## src/rtl/core/rational_arith_reduce_top_macros.svh

```systemverilog
// Assertion helpers used by the top-level RTL file of this block.
`ifndef RATIONAL_ARITH_REDUCE_TOP_MACROS_SVH
`define RATIONAL_ARITH_REDUCE_TOP_MACROS_SVH

// Check that an antecedent implies a consequent in the same cycle.
`define RAR_ASSERT_IMP(lbl, clk, rst_n, ante, cons, msg) \
    lbl: assert property (@(posedge clk) disable iff (!rst_n) (ante) |-> (cons)) \
        else $error(msg);

// Check that an antecedent implies a consequent in the following cycle.
`define RAR_ASSERT_NXT(lbl, clk, rst_n, ante, cons, msg) \
    lbl: assert property (@(posedge clk) disable iff (!rst_n) (ante) |=> (cons)) \
        else $error(msg);

`endif

```

## src/rtl/core/rar_pkg.sv

```systemverilog
package rar_pkg;

    // Operation codes
    localparam logic [1:0] OP_ADD = 2'd0;
    localparam logic [1:0] OP_SUB = 2'd1;
    localparam logic [1:0] OP_MUL = 2'd2;
    localparam logic [1:0] OP_DIV = 2'd3;

    localparam int NUM_W = 63;
    localparam int DEN_W = 61;
    localparam int MAG_W = 62;

    typedef struct packed {
        logic [1:0]  req_type;
        logic [30:0] num_a;
        logic [30:0] den_a;
        logic [30:0] num_b;
        logic [30:0] den_b;
    } t_req;

    typedef struct packed {
        logic [62:0] res_num;
        logic [60:0] res_den;
        logic        status;
    } t_res;

    // Divider handshake signals
    typedef struct packed {
        logic start;
    } t_div_ctl;

    typedef struct packed {
        logic busy;
        logic done;
    } t_div_sts;

endpackage

```

## src/rtl/core/rar_divu.sv

```systemverilog
// Restoring divider: one quotient bit per cycle.
module rar_divu (
    input  logic                     i_clk,
    input  logic                     i_rst_n,
    input  rar_pkg::t_div_ctl        i_ctl,
    input  logic [rar_pkg::MAG_W-1:0] i_dividend,
    input  logic [rar_pkg::MAG_W-1:0] i_divisor,
    output rar_pkg::t_div_sts        o_sts,
    output logic [rar_pkg::MAG_W-1:0] o_quot,
    output logic [rar_pkg::MAG_W-1:0] o_rem
);
    localparam int W  = rar_pkg::MAG_W;
    localparam int CW = $clog2(W + 1);

    logic [W-1:0]  r_q, n_q;
    logic [W-1:0]  r_r, n_r;
    logic [W-1:0]  r_d, n_d;
    logic [CW-1:0] r_cnt, n_cnt;
    logic          r_busy, n_busy;
    logic          r_done, n_done;
    logic [W:0]    w_trial;
    logic [W:0]    w_diff;

    assign w_trial = {r_r, r_q[W-1]};
    assign w_diff  = w_trial - {1'b0, r_d};

    // Load operands on start, then shift in one dividend bit, subtract when it fits
    always_comb begin
        n_q    = r_q;
        n_r    = r_r;
        n_d    = r_d;
        n_cnt  = r_cnt;
        n_busy = r_busy;
        n_done = 1'b0;
        if (i_ctl.start && !r_busy) begin
            n_q    = i_dividend;
            n_r    = '0;
            n_d    = i_divisor;
            n_cnt  = CW'(W);
            n_busy = 1'b1;
        end else if (r_busy) begin
            if (!w_diff[W]) begin
                n_r = w_diff[W-1:0];
                n_q = {r_q[W-2:0], 1'b1};
            end else begin
                n_r = w_trial[W-1:0];
                n_q = {r_q[W-2:0], 1'b0};
            end
            n_cnt = r_cnt - 1'b1;
            if (r_cnt == CW'(1)) begin
                n_busy = 1'b0;
                n_done = 1'b1;
            end
        end
    end

    always_ff @(posedge i_clk) begin
        if (!i_rst_n) begin
            r_busy <= 1'b0;
            r_done <= 1'b0;
            r_cnt  <= '0;
        end else begin
            r_busy <= n_busy;
            r_done <= n_done;
            r_cnt  <= n_cnt;
        end
        r_q <= n_q;
        r_r <= n_r;
        r_d <= n_d;
    end

    assign o_sts.busy = r_busy;
    assign o_sts.done = r_done;
    assign o_quot     = r_q;
    assign o_rem      = r_r;
endmodule
```

## config.mk

```make
export PLATFORM = sky130hd
export DESIGN_NAME = rar_divu
export DESIGN_NICKNAME = d
export VERILOG_FILES = /design/src/rtl/core/rational_arith_reduce_top_macros.svh /design/src/rtl/core/rar_pkg.sv /design/src/rtl/core/rar_divu.sv
export SDC_FILE = /design/constraint.sdc
export NUM_CORES = 1
export LEC_CHECK = 0
export ABC_AREA = 1
export BUFFER_PORTS_ARGS = -buffer_cell sky130_fd_sc_hd__buf_2
export CAP_MARGIN = 20
export CORE_MARGIN = 8
export CORE_UTILIZATION = 40
export DETAILED_ROUTE_END_ITERATION = 12
export PLACE_DENSITY = 0.61
export SETUP_SLACK_MARGIN = 0.1
export SLEW_MARGIN = 20
export SYNTH_ARGS = -nofsm -noshare
export SYNTH_HDL_FRONTEND = slang
export SYNTH_SLANG_ARGS = --single-unit
export TNS_END_PERCENT = 1
```

## constraint.sdc

```tcl
create_clock -name i_clk -period 3.35 [get_ports i_clk]
set_input_delay 0.335 -clock i_clk [delete_from_list [all_inputs] [get_ports i_clk]]
set_output_delay 0.335 -clock i_clk [all_outputs]
set_load 0.1 [all_outputs]
```

==> impl_metrics.toml <==
[run_status]
status = "complete, no violations"

[floorplan]
start_util_pct = 40.2
core.rowCount = 69
die_w_um = 204
dieHeight_um = 204
dieArea_um2 = 41600
core_area_um2 = 35100
io_pins = 253

[global_route]
grt_pass1_vias = 13400
grt_pass1_wl_mm = 73.4
antenna_found_initial = 2
grt_max_degree = 69
grt-ovfl-total = 0
track_usage_pct = 22.7

[timing]
finalCriticalPeriod_ns = 2.90
finalSetupViolCount = 0
finalMaxSlewViolations = 0
final_hold_viol_count = 0
max_freq_mhz = 345
hold_slack_ns = 0.0367
worstMarginPinSlew_ns = 0.827
finalSetupTns_ns = 0
slew_headroom_pct = 44.9
rsz0062_at_grt = "false"
clock_skew_ns = 0.0193
period_share_pct = 86.6

[yosys]
yosys.cell_types.count = 41
yosysSeqAreaShare_pct = 36.3
synth_edf_count = 124
synthesis.area_um2 = 14100
postSynth.asyncResetShare_pct = 0
synth_fa_ha_area_share_pct = 5.81
ys_ff_latch = 194
synth_simple_gate_area_share_pct = 40.1
yosysWarnings = 0
synth_top_family_by_area = "simple AND/OR/NAND/NOR gates"
post_synth_xor_area_fraction_pct = 1.80
synth_cells = 2200
synth_nets = 2392
yosys-mux-area-fraction_pct = 0
synthFlopType = "edfxtp_1"
syn_area_per_cell_um2 = 6.42
synth_compound_area_share_pct = 1.82

[critical_path]
crit_type = "reg2reg"
path_cells = "inv_1 > ha_1 > fa_1 > inv_1 > nand2_1 > nand3_2 > nand2_1 > nand2_2 > nand2_2 > nand2_2 > nand2_4 > nand3_4 > buf_6 > nand3_1 > nand2_1 > nand2_1 > nand2_1"
end_kind = "flop"
crit_path_frequent_cell = "nand2_1"
rrSetupSlack_ns = 0.45
required_ns = 3.75
r2r_cells = 17
arrival_ns = 3.30
cpMaxStageDelayCell = "buf_6"
crit_buf_inv = 3
cp-start-kind = "flop"
crit_family = "simple AND/OR/NAND/NOR gates"
critical_path.max_fanout = 63
slowest_delay_ns = 0.45
reg2reg_to = "o_rem[61]"
r2r-start = "o_quot[61]"

[power_and_ir_drop]
irDropWorstVdd_mv = 0.512
p_leak_nw = 9.63
p_per_area_nw_per_um2 = 952

[layout]
layout_commonest_cell = "nand2_1"
finalNetCount = 2627
fin_util_pct = 46.6
final_cell_mix = "nand2_1, inv_1, buf_2, nand3_1, edfxtp_1"
diodes = 0
syn_to_final_growth_pct = 16.0
drive_gt1_share_pct = 14.5

[job]
maxCapViolations = 0

[min_path]
holdCritStartpoint = "i_divisor[34]"
hp-class = "in2reg"
hold_depth = 1
min_to = "r_d[34]"

[detailed_routing]
drt_wl_total_mm = 47.0
first_pass_iters = 5
drc = 0
ant_nets = 0
wl_per_cell_um = 16.2
via_per_inst = 4.67
first_iter_violations = 789
num_vias = 13600

[cts]
path_clk_slew_ns = 0.08
root_buffer = "clkbuf_16"
numCtsBuffers = 17
worstSkewPairLatency_ns = 0.47
clockBufferDepth = 2
clock-sinks = 194
htreeDepth = 4
tritoncts = "yes"
holdBufCountCts = 0

[placed_design]
place_congestion = 0.932
post-dp-hpwl_mm = 37.8
port-buffer-count = 252
-- timing repair --
| action | CTS | global route |
|---|---|---|
| gates resized for setup | 0 | 1 |
| setup endpoints to repair | 0 | 43 |
| buffers inserted | 0 | 0 |
-- sequential cells by signal, summed over array words and instances, names as in the netlist --
| signal | count |
|---|---|
| r_busy | 1 |
| r_cnt | 6 |
| r_d | 62 |
| o_rem | 62 |
| r_done | 1 |
| o_quot | 62 |
-- report_power, final --
| part | switching, mW | leakage [nW] | total [mW] | internal (mW) |
|---|---|---|---|---|
| sequential | 0.441 | 1.80 | 3.53 | 3.09 |
| combinational | 7.64 | 7.56 | 9.98 | 2.35 |
| clock | 1.02 | 0.272 | 2.07 | 1.05 |
| total | 9.10 | 9.63 | 15.6 | 6.48 |
-- final cells by class --
cell class	instances	area (um2)
repair buffers	263	1360
clock inverters	12	123
well taps	461	577
multi-input cells	1493	7000
clock buffers	20	437
fillers	3727	18800
inverters	466	1750
flip-flops and latches	194	5130
-- through the flow --
step           total power [mW]  setup slack, ns  cell area (um2)  instances
6_report                   15.6            0.449            16400       2909
4_1_cts                    15.7            0.242            16400       2909
3_5_place_dp               13.6            0.271            15800       2877
5_1_grt                    16.8            0.209            16400       2909
3_3_place_gp               13.5            0.312            15800       2877
2_1_floorplan              11.4            0.381            14100       2200
-- kinds of logic after synthesis --
kind of cell | after synthesis
and+or+nand+nor | 1352
DFF | 194
AOI/OAI and AO/OA | 47
buffers and inverters | 513
adders and majority gates | 65
xor gates and xnor gates | 29
-- synth_stat cells, types with 5 or more instances --
cell type  count  share of area (%)
nor3_1        12               0.43
nand2_2       22               0.97
inv_1        448                 12
ha_1          64                5.7
edfxtp_1     124                 26
nand3_1      134                4.8
buf_6          5               0.40
nand2_1      996                 26
nand3b_1      48                2.6
dfxtp_1       70                9.9
buf_2         14               0.50
buf_1          7               0.19
nand4_1       17               0.75
a21oi_1       34                1.2
nor2_1        99                2.6
xor2_1        25                1.6
inv_2         17               0.45
nor2_2        10               0.44
clkbuf_1      18               0.48
-- worst reg2reg max path, delay by kind of cell, from the launching register on --
kind,cells,cell delay [ns]
buffers and inverters,3,0.63
adder cells (fa/ha/maj),2,0.65
AND/OR/NAND/NOR,12,1.22
flip-flops,1,0.35
-- routing by layer --
metal  GRT usage (%)  wire, um
met1            29.4     21400
met2            36.8     21300
met3            6.78      3610
met4            5.13       659
met5               0        28
-- how the worst max path moves through the flow --
stage	from	end	depth (start not counted)
4_1_cts	o_quot[61]	o_quot[0]	14
5_1_grt	o_quot[61]	o_rem[58]	17
6_report	o_quot[61]	o_rem[61]	17
3_5_place_dp	o_quot[61]	o_rem[29]	16
3_3_place_gp	o_quot[61]	o_quot[0]	14
2_1_floorplan	o_quot[61]	o_quot[0]	14
Note: power is estimated with default switching activity, not from simulation.
